**src/sv/coincidence_time_window_grouper_top_assert.svh**
```systemverilog
// ----------------------------------------------------------------------------
// Assertion macros for the coincidence grouper
// Clocked, reset-gated concurrent and next-cycle property checks.
// ----------------------------------------------------------------------------
`ifndef COINCIDENCE_TIME_WINDOW_GROUPER_TOP_ASSERT_SVH
`define COINCIDENCE_TIME_WINDOW_GROUPER_TOP_ASSERT_SVH

// Check a property at every clock edge outside reset.
`define CWG_ASSERT(lbl, clk, rst_n, prop, msg) \
  lbl: assert property (@(posedge clk) disable iff (!rst_n) prop) else $error(msg);

// Check that a condition implies a consequence in the next cycle.
`define CWG_ASSERT_NEXT(lbl, clk, rst_n, ante, cons, msg) \
  lbl: assert property (@(posedge clk) disable iff (!rst_n) (ante) |=> (cons)) \
    else $error(msg);

`endif

```
**src/sv/cwg_pkg.sv**
```systemverilog
// ----------------------------------------------------------------------------
// Coincidence grouper package
// Shared sizes, codes and record types of the event builder.
// ----------------------------------------------------------------------------
`default_nettype none

package cwg_pkg;

  localparam int MAX_EVENT_HITS = 16;
  localparam int IDX_W          = $clog2(MAX_EVENT_HITS);

  localparam logic [1:0] FLAG_GOOD    = 2'd0;
  localparam logic [1:0] FLAG_CORRUPT = 2'd1;
  localparam logic [1:0] FLAG_MC      = 2'd2;
  localparam logic [1:0] FLAG_UNKNOWN = 2'd3;

  localparam logic [1:0] RECO_GOOD    = 2'd0;
  localparam logic [1:0] RECO_CORRUPT = 2'd1;

  localparam logic [1:0] CFG_WINDOW        = 2'd0;
  localparam logic [1:0] CFG_MIN_HITS      = 2'd1;
  localparam logic [1:0] CFG_USE_CORRUPTED = 2'd2;

  typedef struct packed {
    logic [47:0] hit_time;
    logic [15:0] tag;
    logic [1:0]  reco;
    logic        mc;
  } entry_t;

  typedef struct packed {
    logic             we;
    logic [IDX_W-1:0] waddr;
    entry_t           wdata;
    logic             re;
    logic [IDX_W-1:0] raddr;
  } mem_req_t;

  typedef struct packed {
    entry_t      entry;
    logic [1:0]  event_flag;
    logic [7:0]  event_size;
    logic        truncated;
    logic        last;
  } result_t;

endpackage

`default_nettype wire

```
**src/sv/coincidence_time_window_grouper_top.sv**
```systemverilog
// ----------------------------------------------------------------------------
// Coincidence time window grouper
// Groups time-ordered hits into events and streams out qualifying events.
// ----------------------------------------------------------------------------
// Sequence: a joining hit is registered, then written in the check state; an opening
//   hit goes through check and open; end of window adds flush and any readout.
// Readout: each emitted hit is a buffer read, then an output load that waits on a
//   stalled output; the one-item-at-a-time sequencer takes no item while busy.
// Reset: clears event state, readout sequencer and registers to defaults;
//   the hit buffer is not cleared and needs no pass.
`default_nettype none

module coincidence_time_window_grouper_top (
  input  wire logic        clk_i,
  input  wire logic        rst_ni,
  input  wire logic        s_axis_tvalid,
  output logic             s_axis_tready,
  input  wire logic [63:0] s_axis_tdata,  // hit_time[47:0], hit_tag[63:48]
  input  wire logic [2:0]  s_axis_tuser,  // reco_flag[1:0], is_monte_carlo[2]
  input  wire logic        s_axis_tlast,
  input  wire logic        cfg_valid_i,
  output logic             cfg_ready_o,
  input  wire logic [1:0]  cfg_index_i,
  input  wire logic [31:0] cfg_data_i,
  output logic             m_axis_tvalid,
  input  wire logic        m_axis_tready,
  output logic [71:0]      m_axis_tdata,  // out_time[47:0], out_tag[63:48], event_size[71:64]
  output logic [5:0]       m_axis_tuser,  // out_reco_flag[1:0], out_is_monte_carlo[2],
                                          // event_flag[4:3], truncated[5]
  output logic             m_axis_tlast
);

  cwg_pkg::mem_req_t mem_req;
  cwg_pkg::entry_t   mem_rdata;
  cwg_pkg::result_t  res;

  cwg_ctrl u_ctrl (
    .clk_i       (clk_i),
    .rst_ni      (rst_ni),
    .in_valid_i  (s_axis_tvalid),
    .in_ready_o  (s_axis_tready),
    .in_time_i   (s_axis_tdata[47:0]),
    .in_tag_i    (s_axis_tdata[63:48]),
    .in_reco_i   (s_axis_tuser[1:0]),
    .in_mc_i     (s_axis_tuser[2]),
    .in_eow_i    (s_axis_tlast),
    .cfg_valid_i (cfg_valid_i),
    .cfg_ready_o (cfg_ready_o),
    .cfg_index_i (cfg_index_i),
    .cfg_data_i  (cfg_data_i),
    .mem_req_o   (mem_req),
    .mem_rdata_i (mem_rdata),
    .out_valid_o (m_axis_tvalid),
    .out_ready_i (m_axis_tready),
    .out_o       (res)
  );

  cwg_hit_ram u_ram (
    .clk_i   (clk_i),
    .req_i   (mem_req),
    .rdata_o (mem_rdata)
  );

  assign m_axis_tdata = {res.event_size, res.entry.tag, res.entry.hit_time};
  assign m_axis_tuser = {res.truncated, res.event_flag, res.entry.mc, res.entry.reco};
  assign m_axis_tlast = res.last;

endmodule

`default_nettype wire

```
**src/sv/cwg_hit_ram.sv**
```systemverilog
// ----------------------------------------------------------------------------
// Hit buffer
// One-write, one-read synchronous memory of the open event's hits.
// ----------------------------------------------------------------------------
`default_nettype none

module cwg_hit_ram (
  input  wire logic              clk_i,
  input  wire cwg_pkg::mem_req_t req_i,
  output cwg_pkg::entry_t        rdata_o
);

  cwg_pkg::entry_t mem_q [cwg_pkg::MAX_EVENT_HITS];
  cwg_pkg::entry_t rdata_q;

  always_ff @(posedge clk_i) begin
    if (req_i.we) begin
      mem_q[req_i.waddr] <= req_i.wdata;
    end
    if (req_i.re) begin
      rdata_q <= mem_q[req_i.raddr];
    end
  end

  assign rdata_o = rdata_q;

endmodule

`default_nettype wire

```
**src/sv/cwg_ctrl.sv**
```systemverilog
// ----------------------------------------------------------------------------
// Grouper control
// Window test, event state, buffer writes and readout sequencing.
// ----------------------------------------------------------------------------
`default_nettype none
`include "coincidence_time_window_grouper_top_assert.svh"

module cwg_ctrl (
  input  wire logic                          clk_i,
  input  wire logic                          rst_ni,
  input  wire logic                          in_valid_i,
  output logic                               in_ready_o,
  input  wire logic [47:0]                   in_time_i,
  input  wire logic [15:0]                   in_tag_i,
  input  wire logic [1:0]                    in_reco_i,
  input  wire logic                          in_mc_i,
  input  wire logic                          in_eow_i,
  input  wire logic                          cfg_valid_i,
  output logic                               cfg_ready_o,
  input  wire logic [1:0]                    cfg_index_i,
  input  wire logic [31:0]                   cfg_data_i,
  output cwg_pkg::mem_req_t                  mem_req_o,
  input  wire cwg_pkg::entry_t               mem_rdata_i,
  output logic                               out_valid_o,
  input  wire logic                          out_ready_i,
  output cwg_pkg::result_t                   out_o
);

  localparam logic [2:0] ST_IDLE    = 3'd0;
  localparam logic [2:0] ST_CHECK   = 3'd1;
  localparam logic [2:0] ST_OPEN    = 3'd2;
  localparam logic [2:0] ST_FLUSH   = 3'd3;
  localparam logic [2:0] ST_EMIT_RD = 3'd4;
  localparam logic [2:0] ST_EMIT_LD = 3'd5;

  localparam logic [7:0] MAX_CNT = 8'(cwg_pkg::MAX_EVENT_HITS);

  logic [2:0]  state_q, state_d;
  logic        open_q, open_d;
  logic [47:0] first_q, first_d;
  logic [7:0]  count_q, count_d;
  logic [1:0]  flag_q, flag_d;
  logic        after_open_q, after_open_d;
  logic [cwg_pkg::IDX_W-1:0] k_q, k_d;
  logic        out_valid_q, out_valid_d;
  logic        load_out;

  logic [31:0] window_q;
  logic [7:0]  min_hits_q;
  logic        use_corr_q;

  cwg_pkg::entry_t  hit_q;
  logic             eow_q;
  cwg_pkg::result_t out_q, out_d;

  logic        accept;
  logic [48:0] diff_fwd;
  logic [47:0] diff_abs;
  logic        in_win;
  logic        open_allowed;
  logic        store_ok;
  logic [7:0]  cnt_inc;
  logic [7:0]  cnt_m1;
  logic        emit_ok;
  logic        out_free;
  logic [1:0]  open_flag;
  logic [7:0]  stored_cnt_m1;

  assign accept      = in_valid_i && in_ready_o;
  assign in_ready_o  = (state_q == ST_IDLE);
  assign cfg_ready_o = 1'b1;
  assign out_free    = !out_valid_q || out_ready_i;

  assign diff_fwd     = {1'b0, hit_q.hit_time} - {1'b0, first_q};
  assign diff_abs     = diff_fwd[48] ? (first_q - hit_q.hit_time) : diff_fwd[47:0];
  assign in_win       = diff_abs < {16'd0, window_q};
  assign open_allowed = !(hit_q.reco == cwg_pkg::RECO_CORRUPT && !use_corr_q);
  assign store_ok     = count_q < MAX_CNT;
  assign cnt_inc      = (count_q == 8'hFF) ? count_q : count_q + 8'd1;
  assign cnt_m1       = count_q - 8'd1;
  assign emit_ok      = open_q && (count_q >= min_hits_q);

  always_comb begin
    case (hit_q.reco)
      cwg_pkg::RECO_GOOD:    open_flag = cwg_pkg::FLAG_GOOD;
      cwg_pkg::RECO_CORRUPT: open_flag = cwg_pkg::FLAG_CORRUPT;
      default:               open_flag = cwg_pkg::FLAG_UNKNOWN;
    endcase
    if (hit_q.mc) begin
      open_flag = cwg_pkg::FLAG_MC;
    end
  end

  assign stored_cnt_m1 = (count_q >= MAX_CNT) ? (MAX_CNT - 8'd1) : cnt_m1;

  always_comb begin
    state_d      = state_q;
    open_d       = open_q;
    first_d      = first_q;
    count_d      = count_q;
    flag_d       = flag_q;
    after_open_d = after_open_q;
    k_d          = k_q;
    load_out     = 1'b0;
    out_valid_d  = out_valid_q && !out_ready_i;
    out_d        = out_q;

    mem_req_o.we    = 1'b0;
    mem_req_o.waddr = count_q[cwg_pkg::IDX_W-1:0];
    mem_req_o.wdata = hit_q;
    mem_req_o.re    = 1'b0;
    mem_req_o.raddr = k_q;

    case (state_q)
      ST_IDLE: begin
        if (accept) begin
          state_d = ST_CHECK;
        end
      end
      ST_CHECK: begin
        if (open_q && in_win) begin
          if (hit_q.reco == cwg_pkg::RECO_CORRUPT) begin
            flag_d = cwg_pkg::FLAG_CORRUPT;
          end
          mem_req_o.we = store_ok;
          count_d      = cnt_inc;
          state_d      = eow_q ? ST_FLUSH : ST_IDLE;
        end else if (emit_ok) begin
          after_open_d = 1'b1;
          k_d          = '0;
          state_d      = ST_EMIT_RD;
        end else begin
          open_d  = 1'b0;
          count_d = 8'd0;
          flag_d  = cwg_pkg::FLAG_UNKNOWN;
          first_d = 48'd0;
          state_d = ST_OPEN;
        end
      end
      ST_OPEN: begin
        if (open_allowed) begin
          open_d          = 1'b1;
          first_d         = hit_q.hit_time;
          flag_d          = open_flag;
          count_d         = 8'd1;
          mem_req_o.we    = 1'b1;
          mem_req_o.waddr = '0;
        end
        state_d = eow_q ? ST_FLUSH : ST_IDLE;
      end
      ST_FLUSH: begin
        if (emit_ok) begin
          after_open_d = 1'b0;
          k_d          = '0;
          state_d      = ST_EMIT_RD;
        end else begin
          open_d  = 1'b0;
          count_d = 8'd0;
          flag_d  = cwg_pkg::FLAG_UNKNOWN;
          first_d = 48'd0;
          state_d = ST_IDLE;
        end
      end
      ST_EMIT_RD: begin
        mem_req_o.re = 1'b1;
        state_d      = ST_EMIT_LD;
      end
      ST_EMIT_LD: begin
        if (out_free) begin
          load_out         = 1'b1;
          out_valid_d      = 1'b1;
          out_d.entry      = mem_rdata_i;
          out_d.event_flag = flag_q;
          out_d.event_size = count_q;
          out_d.truncated  = count_q > MAX_CNT;
          out_d.last       = ({{(8-cwg_pkg::IDX_W){1'b0}}, k_q} == stored_cnt_m1);
          if ({{(8-cwg_pkg::IDX_W){1'b0}}, k_q} == stored_cnt_m1) begin
            open_d  = 1'b0;
            count_d = 8'd0;
            flag_d  = cwg_pkg::FLAG_UNKNOWN;
            first_d = 48'd0;
            state_d = after_open_q ? ST_OPEN : ST_IDLE;
          end else begin
            k_d     = k_q + 1'b1;
            state_d = ST_EMIT_RD;
          end
        end
      end
      default: begin
        state_d = ST_IDLE;
      end
    endcase
  end

  always_ff @(posedge clk_i or negedge rst_ni) begin
    if (!rst_ni) begin
      state_q      <= ST_IDLE;
      open_q       <= 1'b0;
      first_q      <= 48'd0;
      count_q      <= 8'd0;
      flag_q       <= cwg_pkg::FLAG_UNKNOWN;
      after_open_q <= 1'b0;
      k_q          <= '0;
      out_valid_q  <= 1'b0;
      window_q     <= 32'd5000;
      min_hits_q   <= 8'd1;
      use_corr_q   <= 1'b0;
    end else begin
      state_q      <= state_d;
      open_q       <= open_d;
      first_q      <= first_d;
      count_q      <= count_d;
      flag_q       <= flag_d;
      after_open_q <= after_open_d;
      k_q          <= k_d;
      out_valid_q  <= out_valid_d;
      if (cfg_valid_i && cfg_ready_o) begin
        case (cfg_index_i)
          cwg_pkg::CFG_WINDOW:        window_q   <= cfg_data_i;
          cwg_pkg::CFG_MIN_HITS:      min_hits_q <= cfg_data_i[7:0];
          cwg_pkg::CFG_USE_CORRUPTED: use_corr_q <= cfg_data_i[0];
          default: ;
        endcase
      end
    end
  end

  always_ff @(posedge clk_i) begin
    if (accept) begin
      hit_q.hit_time <= in_time_i;
      hit_q.tag      <= in_tag_i;
      hit_q.reco     <= in_reco_i;
      hit_q.mc       <= in_mc_i;
      eow_q          <= in_eow_i;
    end
    if (load_out) begin
      out_q <= out_d;
    end
  end

  assign out_valid_o = out_valid_q;
  assign out_o       = out_q;

  `CWG_ASSERT(a_open_nonempty, clk_i, rst_ni, open_q |-> (count_q != 8'd0), "open event is empty")
  `CWG_ASSERT(a_load_in_emit, clk_i, rst_ni, $rose(out_valid_q) |-> ($past(state_q) == ST_EMIT_LD), "result loaded outside readout")
  `CWG_ASSERT(a_index_bound, clk_i, rst_ni, ((state_q == ST_EMIT_RD) || (state_q == ST_EMIT_LD)) |-> ({{(8-cwg_pkg::IDX_W){1'b0}}, k_q} <= stored_cnt_m1), "readout index past stored hits")
  `CWG_ASSERT_NEXT(a_close_after_last, clk_i, rst_ni, load_out && out_d.last, !open_q && (count_q == 8'd0), "event not closed after its last hit")

endmodule

`default_nettype wire
```
**config.mk**
```make
export PLATFORM = sky130hd
export DESIGN_NAME = coincidence_time_window_grouper_top
export DESIGN_NICKNAME = d
export VERILOG_FILES = /design/src/sv/cwg_pkg.sv /design/src/sv/coincidence_time_window_grouper_top.sv /design/src/sv/cwg_hit_ram.sv /design/src/sv/cwg_ctrl.sv
export VERILOG_INCLUDE_DIRS = /design/src /design/src/sv
export SDC_FILE = /design/constraint.sdc
export NUM_CORES = 2
export LEC_CHECK = 0
export ABC_AREA = 0
export BUFFER_PORTS_ARGS = -buffer_cell sky130_fd_sc_hd__buf_2
export CAP_MARGIN = 20
export CORE_ASPECT_RATIO = 1.5
export CORE_MARGIN = 2
export CORE_UTILIZATION = 32
export DETAILED_ROUTE_END_ITERATION = 10
export SLEW_MARGIN = 20
export SYNTH_ARGS = -nofsm -noshare
export SYNTH_HDL_FRONTEND = slang
export SYNTH_SLANG_ARGS = --single-unit
```
**constraint.sdc**
```tcl
create_clock -name clk_i -period 19.21 [get_ports clk_i]
set_input_delay 0 -clock clk_i [delete_from_list [all_inputs] [get_ports clk_i]]
set_output_delay 0 -clock clk_i [all_outputs]
set_load 0.005 [all_outputs]
```
After elaboration in Yosys (flattened, before gate mapping)
Memory sizes are Yosys's and may differ from the RTL's. A register that Yosys moved wholly into a read port is not among the register bits.
Index checks and enable logic that the tools add are counted.
{"block": "word_totals", "ff_bits": 256, "ram_bits": 1072, "input_bits": 107, "output_inout_bits": 82, "memories": 1}
{"name": "u_ram.mem_q", "words": 16, "word_bits": 67, "rd": 1, "rd_ports_with_merged_regs": 1, "wr": 1, "line_no": "cwg_hit_ram.sv:13", "source": "cwg_pkg::entry_t mem_q [cwg_pkg::MAX_EVENT_HITS];"}
{"block": "op_classes", "addsub": 5, "n_lt_le_gt_ge": 5, "n_eq_ne": 20, "muxes": 59, "n_reduce_logical": 25}
{"op": "48-bit 2-to-1 mux", "n": 6}
{"op": "48-bit case mux with 4 select lines", "n": 1}
{"op": "8-bit 2-to-1 mux", "n": 7}
{"op": "48-bit by 48-bit subtractor with 49-bit output", "n": 1}
{"op": "48-bit by 32-bit < comparator with 1-bit output", "n": 1}
{"op": "48-bit subtractor", "n": 1}
{"op": "8-bit case mux with 4 select lines", "n": 1}
{"op": "4-bit 2-to-1 mux", "n": 5}
{"op": "2-bit 2-to-1 mux", "n": 9}
{"op": "3-bit 2-to-1 mux", "n": 6}
{"op": "3-bit case mux with 6 select lines", "n": 1}
{"op": "1-bit 2-to-1 mux", "n": 16}
{"op": "5-bit AND reduction", "n": 3}
{"op": "4-bit case mux with 3 select lines", "n": 1}
{"op": "8-bit by 1-bit adder with 8-bit output (second input constant)", "n": 1}
{"op": "4-bit by 8-bit equality test with 1-bit output", "n": 1}
{"op": "8-bit equality test (second input constant)", "n": 1}
{"op": "8-bit by 5-bit >= comparator with 1-bit output (second input constant)", "n": 1}
{"op": "8-bit >= comparator", "n": 1}
{"op": "8-bit by 5-bit greater-than comparator with 1-bit output (second input constant)", "n": 1}
{"op": "8-bit by 5-bit < comparator with 1-bit output (second input constant)", "n": 1}
{"op": "2-bit by 1-bit inequality test with 1-bit output (second input constant)", "n": 4}
{"op": "2-bit inequality test (second input constant)", "n": 4}
{"op": "2-bit case mux with 4 select lines", "n": 1}
{"op": "23 further kinds", "n": 39}

Longest topological paths before layout
{"block": "depth", "depth_word": 8, "depth_mapped": 31, "ltp_nobuf": 28}

By module
Synthesis repeated with hierarchy kept, for this count alone.
{"block": "hier_totals", "cells_unflattened": 3469, "hier_area_um2": 58586.2}
{"mod": "cwg_hit_ram", "instances": 1, "cells_per_inst": 1724, "area_each_um2": 42075.4, "seq_area_each_um2": 34202.8}
{"mod": "cwg_ctrl", "instances": 1, "cells_per_inst": 1745, "area_each_um2": 16510.8, "seq_area_each_um2": 7151.9}

Worst setup path before layout
OpenSTA, ideal clock, no wires.
{"block": "synth_timing", "path_kind": "reg2reg", "start": "register u_ctrl.hit_q (netlist bit u_ctrl.mem_req_o[24])", "end": "memory u_ram.mem_q[0][0] (netlist bit), enable pin", "setup_ns": 0.506, "t_arrival_ns": 9.125, "required_time_ns": 18.704, "path_slack_ns": 9.579, "stages_incl_launch_ff": 28, "path_buffers": 4, "path_cell_list": "edfxtp_1 inv_1 ha_1 inv_1 fa_1 nand3_1 a21oi_1 o211ai_1 a21oi_2 nor3_2 buf_2 buf_1 clkbuf_1 clkbuf_1 a21oi_1 xor2_1 ha_1 a2111oi_0 o21ai_0 o2111ai_1 a211o_1 and3_1 o211a_1 o2111ai_1 or4_4 nor4b_4 nand3_1 o21bai_1"}
{"block": "synth_via", "elab_chain_cells": 8}
{"item": "start, declared", "line_no": "cwg_ctrl.sv:52", "source": "cwg_pkg::entry_t hit_q;"}
{"item": "48-bit by 48-bit subtractor with 49-bit output / 48-bit subtractor (equally long branches)", "line_no": "cwg_ctrl.sv:74, cwg_ctrl.sv:75"}
{"item": "48-bit 2-to-1 mux (*)", "line_no": "cwg_ctrl.sv:75", "source": "assign diff_abs = diff_fwd[48] ? (first_q - hit_q.hit_time) : diff_fwd[47:0];"}
{"item": "48-bit by 32-bit < comparator with 1-bit output (*)", "line_no": "cwg_ctrl.sv:76", "source": "assign in_win = diff_abs < {16'd0, window_q};"}
{"item": "1-bit logical AND (*)", "line_no": "cwg_ctrl.sv:121", "source": "if (open_q && in_win) begin"}
{"item": "1-bit 2-to-1 mux (*)", "line_no": "cwg_ctrl.sv:121"}
{"item": "1-bit case mux with 2 select lines (*)", "line_no": "cwg_ctrl.sv:114", "source": "case (state_q)"}
{"item": "1-bit 2-to-1 mux (*)", "line_no": "cwg_hit_ram.sv:17", "source": "if (req_i.we) begin"}
{"item": "1-bit 2-to-1 mux (not written as such) (*)", "line_no": "cwg_hit_ram.sv:18", "source": "mem_q[req_i.waddr] <= req_i.wdata;"}
{"item": "end, declared", "line_no": "cwg_hit_ram.sv:13"}
Mark *: on every way between the ends. The rest lies on a longest branch, timed or not.

Worst setup path after layout
{"block": "layout_timing", "start": "register u_ctrl.hit_q (netlist bit u_ctrl.mem_req_o[37])", "end": "memory u_ram.mem_q[9][21] (netlist bit), enable pin"}
Same word-level chain as after synthesis.

==> flow_summary.toml <==
[routing]
drt_wl_total_mm = 156
antenna_left = 0
drtIter0Drc = 2630
drt-wirelength-per-cell_um = 25.0
drc = 0
num_vias = 31910
drtPass1Iterations = 5
viasPerCell = 5.11

[floorplanning]
rows = 192
fp.dieH_um = 528
start_util_pct = 32.2
die_w_um = 354
coreArea_um2 = 182000
ios = 189
die_area_um2 = 187000

[yosys]
synth_fp_nets = 3511
synth_seq_cells = 1395
synth.avg_cell_area_um2 = 18.0
synth_cell_type_count = 105
synthArstFlopShare_pct = 7.81
yosys.area.top_type = "edfxtp_1"
yosysSeqAreaShare_pct = 70.5
syn_area_um2 = 58700
ys.flop_type = "edfxtp_1"
synth_warnings = 0
synth_top_area_share_pct = 65.8
synth_cells = 3265
synth-edff-count = 1286
synthTopCellsByArea = "edfxtp_1 66%, mux4_2 13%, dfrtp_1 4.3%"

[outcome]
status = "finished, final reports clean"

[cts]
cts_sinks = 1395
ctsHoldBuffers = 234
clk_latency_ns = 0.73
postCtsSetupRepairBufs = 0
cts_buffers = 120
cts_buffer_depth = 3
root_buffer = "clkbuf_16"
cts_max_level = 3
clk_pin_slew_ns = 0.07
post_cts_resize_count = 0
cts_tree = "done"

[worst_setup_path]
slowest_delay_ns = 0.98
cp.required_ns = 19.54
cp-end-kind = "register"
rrSetupSlack_ns = 8.94
worstPathArrival_ns = 10.60
reg2reg_from = "u_ctrl.mem_req_o[37]"
crit_path_start = "u_ctrl.mem_req_o[37]"
ff2ff_path_depth = 25
crit_fanout = 44
path_class = "register to register"
worst_path_max_delay_cell = "nor2_4"
startpoint_type = "register"

[global_route]
grtUsageTotal_pct = 16.5
grt_pass1_vias = 33463
grt_max_degree = 89
grt_pass1_wl_mm = 228
antenna_found_initial = 14
grt_overflow = 0

[pwr]
cellPowerDensity_nw_per_um2 = 138
ir_drop_uv = 90.5
finalPower_mw = 9.49
leakage_nw = 22.6

[timing]
fmax_mhz = 97.4
hold_viol = 0
period_needed_ns = 10.27
rsz0062_at_grt = "no"
slew_headroom_pct = 26.2
period_share_pct = 53.5
drv_slew = 0
skew_ns = 0.0332
tightest_slew_ns = 1.10
finalSetupViolations = 0
setup_tns_ns = 0

[finish]
fin_area_um2 = 68900
drive_gt1_share_pct = 23.1
final_common_cell = "edfxtp_1"
layout_common_cells = "1286 x edfxtp_1, 335 x mux4_2, 233 x dlygate4sd3_1"
fin_nets = 3958
area_delta_synth_final_pct = 17.4
fillers = 16726
utilization_pct = 37.8

[placed_design]
port-buffer-count = 187
postPlaceCellArea_um2 = 62600
place_hpwl_mm = 99.6
gp_congestion = 0.938

[job]
drv_cap = 0

[min_path]
hp-class = "primary input to register"
hold_depth = 2
hp-start = "s_axis_tdata[14]"
[worst paths after layout]
check	end
setup / recovery	u_ram.mem_q[9][21]
min in group asynchronous	u_ctrl.min_hits_q[0]
hold reg to reg	u_ctrl.out_o[18]
max in group asynchronous	u_ctrl.first_q[6]
hold / removal	u_ctrl.mem_req_o[38]
setup reg to reg	u_ram.mem_q[9][21]
[area by class of cell]
| cell class | instances | area [um2] | share of cell area (%) |
|---|---|---|---|
| antenna | 4 | 10.0 | 0.0145 |
| sequential | 1395 | 41400 | 60.0 |
| clock buffer | 149 | 3170 | 4.61 |
| tap | 2425 | 3030 | 4.40 |
| multi-input combinational | 1542 | 16100 | 23.4 |
| clock inverter | 76 | 785 | 1.14 |
| inverter | 170 | 638 | 0.926 |
| timing repair buffer | 483 | 3790 | 5.50 |
[cells in the mapped netlist (10+ instances only)]
master	instances
edfxtp_1	1286
dfrtp_1	101
or3_1	14
o21a_1	11
ha_1	137
clkbuf_1	87
buf_2	26
xor2_1	14
and3_1	10
xnor2_1	28
nor3_1	27
nand3_1	27
o21ai_0	138
mux4_2	335
inv_1	170
buf_1	23
a211oi_1	11
buf_4	13
mux2i_1	13
nand4_1	37
a21oi_2	12
mux2_2	11
a22o_1	48
o211ai_1	17
nor2_1	97
nor4_1	12
nand2_1	140
a21o_1	29
o21bai_1	22
a21oi_1	156
[stage by stage]
| stage | std cells | setup slack (ns) | hold WS [ns] |
|---|---|---|---|
| 2_1_floorplan | 3265 | 9.58 | -0.296 |
| 3_3_place_gp | 5780 | 9.07 | 0.164 |
| 3_5_place_dp | 5780 | 9.02 | 0.165 |
| 4_1_cts | 6239 | 8.97 | 0.0000554 |
| 5_1_grt | 6242 | 8.32 | 0.0319 |
| 6_report | 6244 | 8.94 | 0.0503 |
[critical path: cells and delay by family (launching register included)]
| kind | cells | cell delay, ns |
|---|---|---|
| buffers and inverters | 3 | 1.38 |
| AOI/OAI and AO/OA | 10 | 2.64 |
| adders and majority gates | 2 | 0.81 |
| DFF | 1 | 0.71 |
| and+or+nand+nor | 9 | 4.08 |
| xor gates and xnor gates | 1 | 0.12 |
[routing by layer]
| layer | wire, um | vias up | global-route usage (%) |
|---|---|---|---|
| met5 | 27 | - | 0 |
| met4 | 7080 | 4 | 7.36 |
| met3 | 6610 | 290 | 2.11 |
| met2 | 79900 | 934 | 29.1 |
| met1 | 62700 | 16668 | 20.2 |
| li1 | - | 14014 | - |
[sequential cells by signal, indices dropped and copies added (netlist names), 2 cells and up]
name / count
u_ram.mem_q: 1072
u_ctrl.out_o: 79
u_ctrl.mem_req_o: 67
u_ram.rdata_o: 67
u_ctrl.first_q: 48
u_ctrl.window_q: 32
u_ctrl.count_q: 8
u_ctrl.min_hits_q: 8
u_ctrl.k_q: 4
u_ctrl.state_q: 3
u_ctrl.flag_q: 2
[power breakdown]
group	switching (mW)	total [mW]	internal, mW
combinational	1.88	3.20	1.32
clock	1.11	2.45	1.34
sequential	0.239	3.85	3.61
[cell families (layout without fill, tap and decap cells)]
group                      Yosys count  after routing  synth area share (%)
muxes                              361            361                  13.3
DFF                               1395           1395                  70.5
and+or+nand+nor                    426            426                  3.65
adders and majority gates          139            139                  2.99
other                                1              5               0.00639
AOI/OAI and AO/OA                  573            573                  6.57
buffers and inverters              328            878                  2.35
xor gates and xnor gates            42             42                 0.627
Power figures use the tool's default switching activity.
